`src/rtl/ordered_list_engine_core_assert.svh`:
```
// Assertion macros for the ordered list engine
`ifndef ORDERED_LIST_ENGINE_CORE_ASSERT_SVH
`define ORDERED_LIST_ENGINE_CORE_ASSERT_SVH

// implication checked on every edge outside reset
`define OLE_ASSERT_IMP(label, clk, rst_n, ante, cons) \
	label: assert property (@(posedge clk) disable iff (!rst_n) (ante) |-> (cons)) \
		else $error("assertion failed");

// next-cycle implication
`define OLE_ASSERT_NEXT(label, clk, rst_n, ante, cons) \
	label: assert property (@(posedge clk) disable iff (!rst_n) (ante) |=> (cons)) \
		else $error("assertion failed");

`endif

```
`src/rtl/ole_pkg.sv`:
```
// ----------------------------------------------------------------------------
// ole_pkg
// Types and constants shared by the ordered list engine.
// ----------------------------------------------------------------------------
package ole_pkg;

	localparam int DepthDefault = 64;
	localparam int ValueWidthDefault = 32;

	localparam logic [2:0] OP_PUSH_BACK = 3'd0;
	localparam logic [2:0] OP_PUSH_FRONT = 3'd1;
	localparam logic [2:0] OP_POP_BACK = 3'd2;
	localparam logic [2:0] OP_POP_FRONT = 3'd3;
	localparam logic [2:0] OP_DELETE = 3'd4;
	localparam logic [2:0] OP_INSERT = 3'd5;
	localparam logic [2:0] OP_CLEAR = 3'd6;
	localparam logic [2:0] OP_QUERY = 3'd7;

	typedef struct packed {
		logic [2:0] kind;
		logic signed [31:0] item_value;
		logic [6:0] position;
	} ole_in_t;

	typedef struct packed {
		logic ok;
		logic [6:0] element_count;
		logic signed [31:0] last_value;
		logic last_valid;
		logic signed [31:0] max_value;
		logic max_valid;
	} ole_out_t;

endpackage

```
`src/rtl/ole_pool.sv`:
```
// ----------------------------------------------------------------------------
// ole_pool
// Node memory: a value array and a link array, one write and one read port,
// registered read data.
// ----------------------------------------------------------------------------
module ole_pool
	import ole_pkg::*;
#(
	parameter int DEPTH = DepthDefault,
	parameter int VALUE_WIDTH = ValueWidthDefault,
	localparam int AW = (DEPTH > 1) ? $clog2(DEPTH) : 1
) (
	input logic clk,
	input logic we_v,
	input logic we_l,
	input logic [AW-1:0] waddr,
	input logic [VALUE_WIDTH-1:0] wvalue,
	input logic [AW-1:0] wlink,
	input logic [AW-1:0] raddr,
	output logic [VALUE_WIDTH-1:0] rvalue,
	output logic [AW-1:0] rlink
);
	logic [VALUE_WIDTH-1:0] val_mem [DEPTH];
	logic [AW-1:0] link_mem [DEPTH];
	logic [VALUE_WIDTH-1:0] rvalue_q;
	logic [AW-1:0] rlink_q;

	// read returns the contents before a write in the same cycle
	always_ff @(posedge clk) begin
		if (we_v) begin
			val_mem[waddr] <= wvalue;
		end
		if (we_l) begin
			link_mem[waddr] <= wlink;
		end
		rvalue_q <= val_mem[raddr];
		rlink_q <= link_mem[raddr];
	end

	assign rvalue = rvalue_q;
	assign rlink = rlink_q;
endmodule

```
`src/rtl/ole_alloc.sv`:
```
// ----------------------------------------------------------------------------
// ole_alloc
// Free map with lowest-index-first allocation by a priority pick.
// ----------------------------------------------------------------------------
module ole_alloc
	import ole_pkg::*;
#(
	parameter int DEPTH = DepthDefault,
	localparam int AW = (DEPTH > 1) ? $clog2(DEPTH) : 1
) (
	input logic clk,
	input logic arst_n,
	input logic take,
	input logic give,
	input logic [AW-1:0] give_idx,
	input logic clear_all,
	output logic [AW-1:0] free_idx
);
	logic [DEPTH-1:0] free_q;
	logic [DEPTH-1:0] free_d;

	// lowest free node; only meaningful while some node is free
	always_comb begin
		free_idx = '0;
		for (int i = DEPTH - 1; i >= 0; i--) begin
			if (free_q[i]) free_idx = AW'(i);
		end
	end

	always_comb begin
		free_d = free_q;
		if (take) free_d[free_idx] = 1'b0;
		if (give) free_d[give_idx] = 1'b1;
	end

	always_ff @(posedge clk or negedge arst_n) begin
		if (!arst_n) begin
			free_q <= '1;
		end else if (clear_all) begin
			free_q <= '1;
		end else begin
			free_q <= free_d;
		end
	end
endmodule

```
`src/rtl/ordered_list_engine_core.sv`:
```
// ----------------------------------------------------------------------------
// ordered_list_engine_core
// Bounded singly linked list of signed values in a node pool.
// ----------------------------------------------------------------------------
// One operation per input beat, one result beat each, one item at a time:
// in_ready is high only while idle and returns the cycle after the result
// beat. The list is walked one node per cycle through the node memory's
// registered read port, first for the operation (pop front reads the head;
// pop back, delete and insert after walk toward their node) and then once
// over the whole list for the maximum and tail value. Nodes are allocated
// lowest free index first.
`include "ordered_list_engine_core_assert.svh"

module ordered_list_engine_core
	import ole_pkg::*;
#(
	parameter int DEPTH = DepthDefault,
	parameter int VALUE_WIDTH = ValueWidthDefault
) (
	input logic clk,
	input logic arst_n,
	input logic in_valid,
	output logic in_ready,
	input ole_in_t in_data,
	output logic out_valid,
	input logic out_ready,
	output ole_out_t out_data
);
	localparam int AW = (DEPTH > 1) ? $clog2(DEPTH) : 1;
	localparam int CW = $clog2(DEPTH + 1);

	typedef enum logic [5:0] {
		ST_IDLE = 6'b000001,
		ST_WALK = 6'b000010,
		ST_LINK = 6'b000100,
		ST_MAXS = 6'b001000,
		ST_MAXW = 6'b010000,
		ST_OUT = 6'b100000
	} st_t;

	st_t st_q;
	logic [2:0] kind_q;
	logic [VALUE_WIDTH-1:0] val_q, mx_q;
	logic [6:0] pos_q;
	logic [AW-1:0] head_q, tail_q, cur_q, prev_q, new_q;
	logic [CW-1:0] cnt_q, step_q;
	logic ok_q;
	ole_out_t out_q;

	logic we_v, we_l;
	logic [AW-1:0] waddr, wlink, raddr, free_idx;
	logic [VALUE_WIDTH-1:0] wvalue, rvalue;
	logic [AW-1:0] rlink;
	logic take, give, clr;
	logic [AW-1:0] give_idx;

	ole_pool #(.DEPTH(DEPTH), .VALUE_WIDTH(VALUE_WIDTH)) u_pool (
		.clk, .we_v, .we_l, .waddr, .wvalue, .wlink, .raddr, .rvalue, .rlink
	);
	ole_alloc #(.DEPTH(DEPTH)) u_alloc (
		.clk, .arst_n, .take, .give, .give_idx, .clear_all(clr), .free_idx
	);

	logic [VALUE_WIDTH-1:0] in_v;
	assign in_v = VALUE_WIDTH'($signed(in_data.item_value));

	assign in_ready = (st_q == ST_IDLE);
	assign out_valid = (st_q == ST_OUT);
	assign out_data = out_q;

	logic start;
	assign start = in_valid && in_ready;
	logic full, empty;
	assign full = (cnt_q == CW'(DEPTH));
	assign empty = (cnt_q == '0);

	logic ins_bad, ins_hit;
	assign ins_bad = (in_data.position == 7'd0) ||
		(int'(in_data.position) > int'(cnt_q)) || full;
	// walk has reached the node after which insert places the new one
	assign ins_hit = (int'(step_q) + 1 == int'(pos_q));

	logic [VALUE_WIDTH-1:0] mx_next;
	assign mx_next = (step_q == '0 || $signed(rvalue) > $signed(mx_q)) ? rvalue : mx_q;

	// memory and allocator control
	always_comb begin
		we_v = 1'b0; we_l = 1'b0; waddr = '0; wvalue = '0; wlink = '0;
		raddr = head_q; take = 1'b0; give = 1'b0; give_idx = '0;
		clr = 1'b0;
		case (st_q)
		ST_IDLE: if (start) begin
			case (in_data.kind)
			OP_PUSH_BACK: if (!full) begin
				we_v = 1'b1; we_l = 1'b1; waddr = free_idx; wvalue = in_v;
				take = 1'b1;
			end
			OP_PUSH_FRONT: if (!full) begin
				we_v = 1'b1; we_l = 1'b1; waddr = free_idx; wvalue = in_v;
				wlink = head_q; take = 1'b1;
			end
			OP_CLEAR: clr = 1'b1;
			default: ;
			endcase
		end
		ST_WALK: begin
			// rvalue/rlink belong to cur_q; follow the link unless done
			raddr = rlink;
			case (kind_q)
			OP_POP_FRONT: begin
				give = 1'b1; give_idx = cur_q;
			end
			OP_POP_BACK: begin
				if (cnt_q == CW'(1)) begin
					give = 1'b1; give_idx = cur_q;
				end else if (step_q == cnt_q - CW'(2)) begin
					give = 1'b1; give_idx = tail_q;
					we_l = 1'b1; waddr = cur_q; wlink = '0;
				end
			end
			OP_DELETE: begin
				if (rvalue == val_q) begin
					give = 1'b1; give_idx = cur_q;
					if (step_q != '0) begin
						we_l = 1'b1; waddr = prev_q; wlink = rlink;
					end
				end
			end
			OP_INSERT: begin
				if (ins_hit) begin
					we_v = 1'b1; we_l = 1'b1; waddr = free_idx; wvalue = val_q;
					wlink = (cur_q == tail_q) ? '0 : rlink;
					take = 1'b1;
				end
			end
			default: ;
			endcase
		end
		ST_LINK: begin
			we_l = 1'b1; waddr = prev_q; wlink = new_q;
		end
		ST_MAXW: raddr = rlink;
		default: ;
		endcase
	end

	always_ff @(posedge clk or negedge arst_n) begin
		if (!arst_n) begin
			st_q <= ST_IDLE;
			kind_q <= OP_QUERY; val_q <= '0; mx_q <= '0; pos_q <= '0;
			head_q <= '0; tail_q <= '0; cur_q <= '0; prev_q <= '0; new_q <= '0;
			cnt_q <= '0; step_q <= '0; ok_q <= 1'b0;
			out_q <= '0;
		end else begin
			case (st_q)
			ST_IDLE: if (start) begin
				kind_q <= in_data.kind; val_q <= in_v; pos_q <= in_data.position;
				cur_q <= head_q; step_q <= '0;
				case (in_data.kind)
				OP_PUSH_BACK: begin
					ok_q <= !full;
					if (!full) begin
						cnt_q <= cnt_q + CW'(1);
						tail_q <= free_idx; new_q <= free_idx; prev_q <= tail_q;
						if (empty) begin
							head_q <= free_idx; st_q <= ST_MAXS;
						end else st_q <= ST_LINK;
					end else st_q <= ST_MAXS;
				end
				OP_PUSH_FRONT: begin
					ok_q <= !full; st_q <= ST_MAXS;
					if (!full) begin
						cnt_q <= cnt_q + CW'(1); head_q <= free_idx;
						if (empty) tail_q <= free_idx;
					end
				end
				OP_POP_BACK, OP_POP_FRONT, OP_DELETE: begin
					ok_q <= 1'b0; prev_q <= '0;
					st_q <= empty ? ST_MAXS : ST_WALK;
				end
				OP_INSERT: begin
					ok_q <= 1'b0;
					st_q <= ins_bad ? ST_MAXS : ST_WALK;
				end
				OP_CLEAR: begin
					ok_q <= 1'b1; cnt_q <= '0; head_q <= '0; tail_q <= '0;
					st_q <= ST_MAXS;
				end
				OP_QUERY: begin
					ok_q <= 1'b1; st_q <= ST_MAXS;
				end
				default: ;
				endcase
			end
			ST_WALK: begin
				case (kind_q)
				OP_POP_FRONT: begin
					ok_q <= 1'b1; cnt_q <= cnt_q - CW'(1);
					if (cnt_q == CW'(1)) begin
						head_q <= '0; tail_q <= '0;
					end else head_q <= rlink;
					st_q <= ST_MAXS;
				end
				OP_POP_BACK: begin
					if (cnt_q == CW'(1)) begin
						ok_q <= 1'b1; cnt_q <= '0; head_q <= '0; tail_q <= '0;
						st_q <= ST_MAXS;
					end else if (step_q == cnt_q - CW'(2)) begin
						// cur_q is the node before the tail
						ok_q <= 1'b1; cnt_q <= cnt_q - CW'(1); tail_q <= cur_q;
						st_q <= ST_MAXS;
					end else begin
						cur_q <= rlink; step_q <= step_q + CW'(1);
					end
				end
				OP_DELETE: begin
					if (rvalue == val_q) begin
						ok_q <= 1'b1; cnt_q <= cnt_q - CW'(1); st_q <= ST_MAXS;
						if (cnt_q == CW'(1)) begin
							head_q <= '0; tail_q <= '0;
						end else begin
							if (step_q == '0) head_q <= rlink;
							if (cur_q == tail_q) tail_q <= prev_q;
						end
					end else if (step_q == cnt_q - CW'(1)) begin
						st_q <= ST_MAXS;
					end else begin
						prev_q <= cur_q; cur_q <= rlink; step_q <= step_q + CW'(1);
					end
				end
				OP_INSERT: begin
					if (ins_hit) begin
						// new node written now, its predecessor linked next cycle
						ok_q <= 1'b1; cnt_q <= cnt_q + CW'(1);
						new_q <= free_idx; prev_q <= cur_q;
						if (cur_q == tail_q) tail_q <= free_idx;
						st_q <= ST_LINK;
					end else begin
						cur_q <= rlink; step_q <= step_q + CW'(1);
					end
				end
				default: st_q <= ST_MAXS;
				endcase
			end
			ST_LINK: st_q <= ST_MAXS;
			ST_MAXS: begin
				// all writes of the item are done; the head read issues here
				step_q <= '0;
				if (empty) begin
					out_q <= '{ok: ok_q, element_count: 7'(cnt_q), last_value: '0,
						last_valid: 1'b0, max_value: '0, max_valid: 1'b0};
					st_q <= ST_OUT;
				end else st_q <= ST_MAXW;
			end
			ST_MAXW: begin
				if (step_q == cnt_q - CW'(1)) begin
					// last node walked is the tail
					out_q <= '{ok: ok_q, element_count: 7'(cnt_q),
						last_value: 32'($signed(rvalue)), last_valid: 1'b1,
						max_value: 32'($signed(mx_next)), max_valid: 1'b1};
					st_q <= ST_OUT;
				end else begin
					mx_q <= mx_next; step_q <= step_q + CW'(1);
				end
			end
			ST_OUT: if (out_ready) st_q <= ST_IDLE;
			default: st_q <= ST_IDLE;
			endcase
		end
	end

	`OLE_ASSERT_NEXT(a_out_hold, clk, arst_n, out_valid && !out_ready, out_valid && $stable(out_data))
	`OLE_ASSERT_IMP(a_one_side, clk, arst_n, out_valid, !in_ready)
	`OLE_ASSERT_IMP(a_count_range, clk, arst_n, 1'b1, cnt_q <= CW'(DEPTH))
	`OLE_ASSERT_IMP(a_empty_ends, clk, arst_n, empty, head_q == '0 && tail_q == '0)
	`OLE_ASSERT_IMP(a_take_room, clk, arst_n, take, !full)
endmodule
```
`config.mk`:
```
export PLATFORM = sky130hd
export DESIGN_NAME = ordered_list_engine_core
export DESIGN_NICKNAME = d
export VERILOG_FILES = /design/src/rtl/ole_pkg.sv /design/src/rtl/ole_pool.sv /design/src/rtl/ole_alloc.sv /design/src/rtl/ordered_list_engine_core.sv
export VERILOG_INCLUDE_DIRS = /design/src /design/src/rtl
export SDC_FILE = /design/constraint.sdc
export NUM_CORES = 2
export LEC_CHECK = 0
export BUFFER_PORTS_ARGS = -buffer_cell sky130_fd_sc_hd__clkbuf_2
export CORE_ASPECT_RATIO = 1.1
export CORE_MARGIN = 5
export CORE_UTILIZATION = 35
export DETAILED_ROUTE_END_ITERATION = 8
export SYNTH_ARGS = -nofsm -noshare
export SYNTH_HDL_FRONTEND = slang
export SYNTH_SLANG_ARGS = --single-unit
```
`constraint.sdc`:
```
create_clock -name clk -period 7.6 [get_ports clk]
set_clock_uncertainty 0.2 [all_clocks]
set_input_delay 1.52 -clock clk [delete_from_list [all_inputs] [get_ports clk]]
set_output_delay 1.52 -clock clk [all_outputs]
set_load 0.05 [all_outputs]
```
==> results <==
- In this run the biggest area consumer among cell types represents 65.16% of the synthesized area.
- The achievable clock frequency is about 170 MHz.
- The kind of critical path is flop to flop.
- The flip-flop and latch count after synthesis is 2,732.
- The share of power burned in registers is 36.4%.
- At the worst endpoint, the required time is 7.85 ns.
- The number of pins exceeding their max-slew limit in the final report is 0.
- The net count reported at finish is between 8,000 and 9,000.
- The starting utilization of the core area is between 30% and 40%.
- The share of final-layout standard cells stronger than drive strength 1 is 11.85%.
- STA classifies the critical path endpoint as a flop.
- Sorting the synthesized cells by area gives the leading types as sky130_fd_sc_hd__edfxtp_1 65%, sky130_fd_sc_hd__nand2_1 7.6%, sky130_fd_sc_hd__dfrtp_1 4.3%.
- The pin count of the biggest net entering global routing is 193.
- The overall fraction of global-route tracks in use is roughly a fifth.
- The last weighted congestion value of the routability-driven placer is approximately 0.94.
- Synthesis produced a netlist with a net count of 8,511.
- The leakage power figure is 44.78 nW.
- In this run, post-CTS repair resized a total of 0 instances.
- The clock tree from TritonCTS is built.
- The die covers 331,700 sq um.
- Max-cap violations in this run came to 0.
- The die is ~600 microns tall.
- The total iterations of the first detailed-routing run is 8.
- The area overhead of the layout relative to synthesis is 13.01%.
- The die is 549.6 microns wide.
- Of all flip-flops after synthesis, the portion carrying an async set or reset was 9.590%.
- The share of total power dissipated in combinational logic is 36.0%.
- The depth of the CTS H-tree is 5.
- The worst relative slew slack is roughly 14%.
- TritonCTS created 271 clock buffers.
- The number of antenna violations at the first check in global routing is 24.
- In this run, the number of DRC markers left after iteration 0 of detailed routing was 10,732.
- The floorplan core area is about 320,000 sq um.
- The total of hold buffers inserted after clock tree synthesis is 0.
- The time the final worst path needs with I/O delays and setup is 5.935 ns.
- The overall routed net length is 343.1 mm.
- The net switching fraction of the power is between 30% and 40%.
- The detail-routed net length per standard cell is 26.56 microns.
- The maximum number of buffers from clock root to sink is 4.
- Once the clock tree was built, the setup fixing pass inserted 0 buffers.
- The analysis attributes to net switching a power of about 19 mW.
- The DRC violations left is 0.
- The cell type with the largest total area after synthesis is sky130_fd_sc_hd__edfxtp_1.
- In the synthesized netlist, the number of instances is 8,418.
- Counting every sink on the clock net gives 2,732.
- Cell internal power was estimated by the tool at between 20 and 30 mW.
- The pin slew with the least headroom to its limit is 1.292 ns.
- The number of warning messages in the yosys log is 0.
- Pin placement for this block handled 122 I/O pins.
- In the synthesized netlist, the cells that appear most often are 2,432 x sky130_fd_sc_hd__edfxtp_1, 2,258 x sky130_fd_sc_hd__nand2_1, 451 x sky130_fd_sc_hd__and3_1, 363 x sky130_fd_sc_hd__a31oi_1, 345 x sky130_fd_sc_hd__clkbuf_1.
- The commonest register cell after synthesis is sky130_fd_sc_hd__edfxtp_1.
- In this run the worst path has a maximum fanout of 32.
- The clock network power share is between 20% and 30%.
- Sequential elements use 71.76% of the synthesized area.
- The total congestion overflow after global routing is 0.
- The first global-routing pass estimated between 400 and 500 mm of wire.
- The number of I/O port buffers is 121.
- Counting distinct cell types in the post-synthesis netlist gives 101.
- Clock-pin slew was measured on the worst setup and hold paths at around 0.060 ns.
- The via count of the first global-routing pass is 69,567.
- Once detail routing completed, the nets flagged for antenna violations numbered 0.
- In this run, synthesis inferred 2,432 flip-flops with an integrated enable.
- The final count of hold timing violations is 0.
- For this design the ratio of total power to cell area is 384.2 nW/um^2.
- Setup repair after global routing left no endpoint under its margin.
- For the worst-skew pair, the clock arrives at the later sink with an insertion delay of 0.87 ns.
- The total number of vias is 72,727.
- The total setup violations reported at the end of the flow is 0.
- Summing every instance area after synthesis gives around 110,000 sq um.
- The via density per instance is 5.631.
- The final hold slack is 0.2788 ns.
- The nature of the critical path startpoint is a flop.
- The run finished with clean final reports.
- The final total negative setup slack is 0 ns.
- The wire-length estimate of the detail-placed layout is 209.4 mm.
- The classification of the worst-slack hold path is flop to flop.
- The number of standard-cell rows in the floorplan is 218.
- The average instance area after synthesis is 13.31 sq um.
- The maximum vdd ir drop is about 0.00032 V.
- Data arrives at the worst endpoint at 6.19 ns.
- Clock tree synthesis selected as its root buffer the cell sky130_fd_sc_hd__clkbuf_16.
- By instance count, the leading cell after synthesis is sky130_fd_sc_hd__edfxtp_1.
- The final period utilization is 78.10%.
layer usage:
layer,track usage (%),vias up,routed length [microns]
met5,0,-,8
met4,7.875,2,15270
met3,3.874,582,34520
met2,31.09,3871,156800
met1,27.53,36772,136400
li1,-,31500,-
worst paths after layout:
check / from / to / slack (ns) / cells after the start
setup reg to reg: step_q[1] / u_pool.val_mem[30][20] / 1.66 / 9
hold reg to reg: out_data[24] / out_data[24] / 0.28 / 2
max in group asynchronous: arst_n / mx_q[18] / 5.33 / 2
min in group asynchronous: arst_n / out_data[66] / 0.57 / 1
setup / recovery: step_q[1] / u_pool.val_mem[30][20] / 1.66 / 9
hold / removal: out_data[24] / out_data[24] / 0.28 / 2
registers in the layout, indices dropped and copies added (netlist names), 7 cells and up:
register and count:
u_alloc.free_q 64, u_pool.link_mem 384, u_pool.rvalue 32, pos_q 7, mx_q 32, u_pool.val_mem 2048
out_data 73, val_q 32, step_q 7, cnt_q 7
critical path, stage by stage, from the launching register on:
cell	delay, ns
sky130_fd_sc_hd__dfrtp_1	0.45
sky130_fd_sc_hd__ha_1	0.35
sky130_fd_sc_hd__nand3_4	0.15
sky130_fd_sc_hd__or4_1	0.56
sky130_fd_sc_hd__nand3_1	0.15
sky130_fd_sc_hd__nand4_2	0.22
sky130_fd_sc_hd__o21bai_1	0.95
sky130_fd_sc_hd__a21boi_1	0.33
sky130_fd_sc_hd__or4_2	1.15
sky130_fd_sc_hd__nor2_4	1.00
through the flow:
step | std cells | utilization [%] | setup slack [ns] | power [mW] | cell area [sq um]
detailed placement | 12432 | 36.88 | 1.645 | 35.17 | 117900
global route | 12907 | 39.62 | 1.484 | 50.46 | 126600
floorplan | 8418 | - | 1.738 | 28.38 | 112100
CTS | 12906 | 39.62 | 1.732 | 48.54 | 126600
global placement | 12431 | 36.87 | 1.681 | 34.95 | 117900
finish | 12916 | 39.62 | 1.665 | 48.67 | 126700
cells by family after synthesis:
logic type / after synthesis / share of synthesized area, %
buffers and inverters: 622 / 2.434
DFF: 2732 / 71.76
muxes: 256 / 3.195
adders and majority gates: 47 / 0.5247
AOI/OAI and AO/OA: 1387 / 8.579
xor gates and xnor gates: 65 / 0.5459
and+or+nand+nor: 3309 / 12.96
power groups by stage:
stage | Sequential (mW) | Clock, mW | Combinational, mW
5_1_grt | 17.7 | 14.3 | 18.5
4_1_cts | 17.7 | 13.6 | 17.2
6_report | 17.7 | 13.5 | 17.5
2_1_floorplan | 17.7 | 0 | 10.7
3_5_place_dp | 18.0 | 0 | 17.2
3_3_place_gp | 18.0 | 0 | 17.0
layout by cell type (no fill, tap or decap), types with 76 or more instances in the layout:
cell | Yosys | layout
sky130_fd_sc_hd__edfxtp_1 | 2432 | 2432
sky130_fd_sc_hd__nand2_1 | 2258 | 2245
sky130_fd_sc_hd__and3_1 | 451 | 451
sky130_fd_sc_hd__a31oi_1 | 363 | 363
sky130_fd_sc_hd__clkbuf_16 | 0 | 280
sky130_fd_sc_hd__o21ai_0 | 214 | 214
sky130_fd_sc_hd__dfrtp_1 | 194 | 194
sky130_fd_sc_hd__nand3_1 | 147 | 147
sky130_fd_sc_hd__nor2_1 | 211 | 140
sky130_fd_sc_hd__a21oi_1 | 139 | 139
sky130_fd_sc_hd__buf_4 | 46 | 135
sky130_fd_sc_hd__mux2i_1 | 126 | 122
sky130_fd_sc_hd__clkbuf_2 | 3 | 120
sky130_fd_sc_hd__o211ai_1 | 98 | 98
sky130_fd_sc_hd__a311oi_1 | 91 | 91
sky130_fd_sc_hd__a22oi_1 | 86 | 86
sky130_fd_sc_hd__a32oi_1 | 77 | 77
sky130_fd_sc_hd__mux4_2 | 76 | 76
layout make-up:
class / count / area [sq um]
Fill cell: 29655 / 193000
Timing Repair Buffer: 283 / 2170
Multi-Input combinational cell: 5064 / 29680
Tap cell: 4290 / 5368
Clock buffer: 332 / 7282
Inverter: 63 / 236.5
Sequential cell: 2732 / 80430
Antenna cell: 10 / 25.02
Clock inverter: 142 / 1473
No activity file was read; power rests on OpenSTA's default activity.
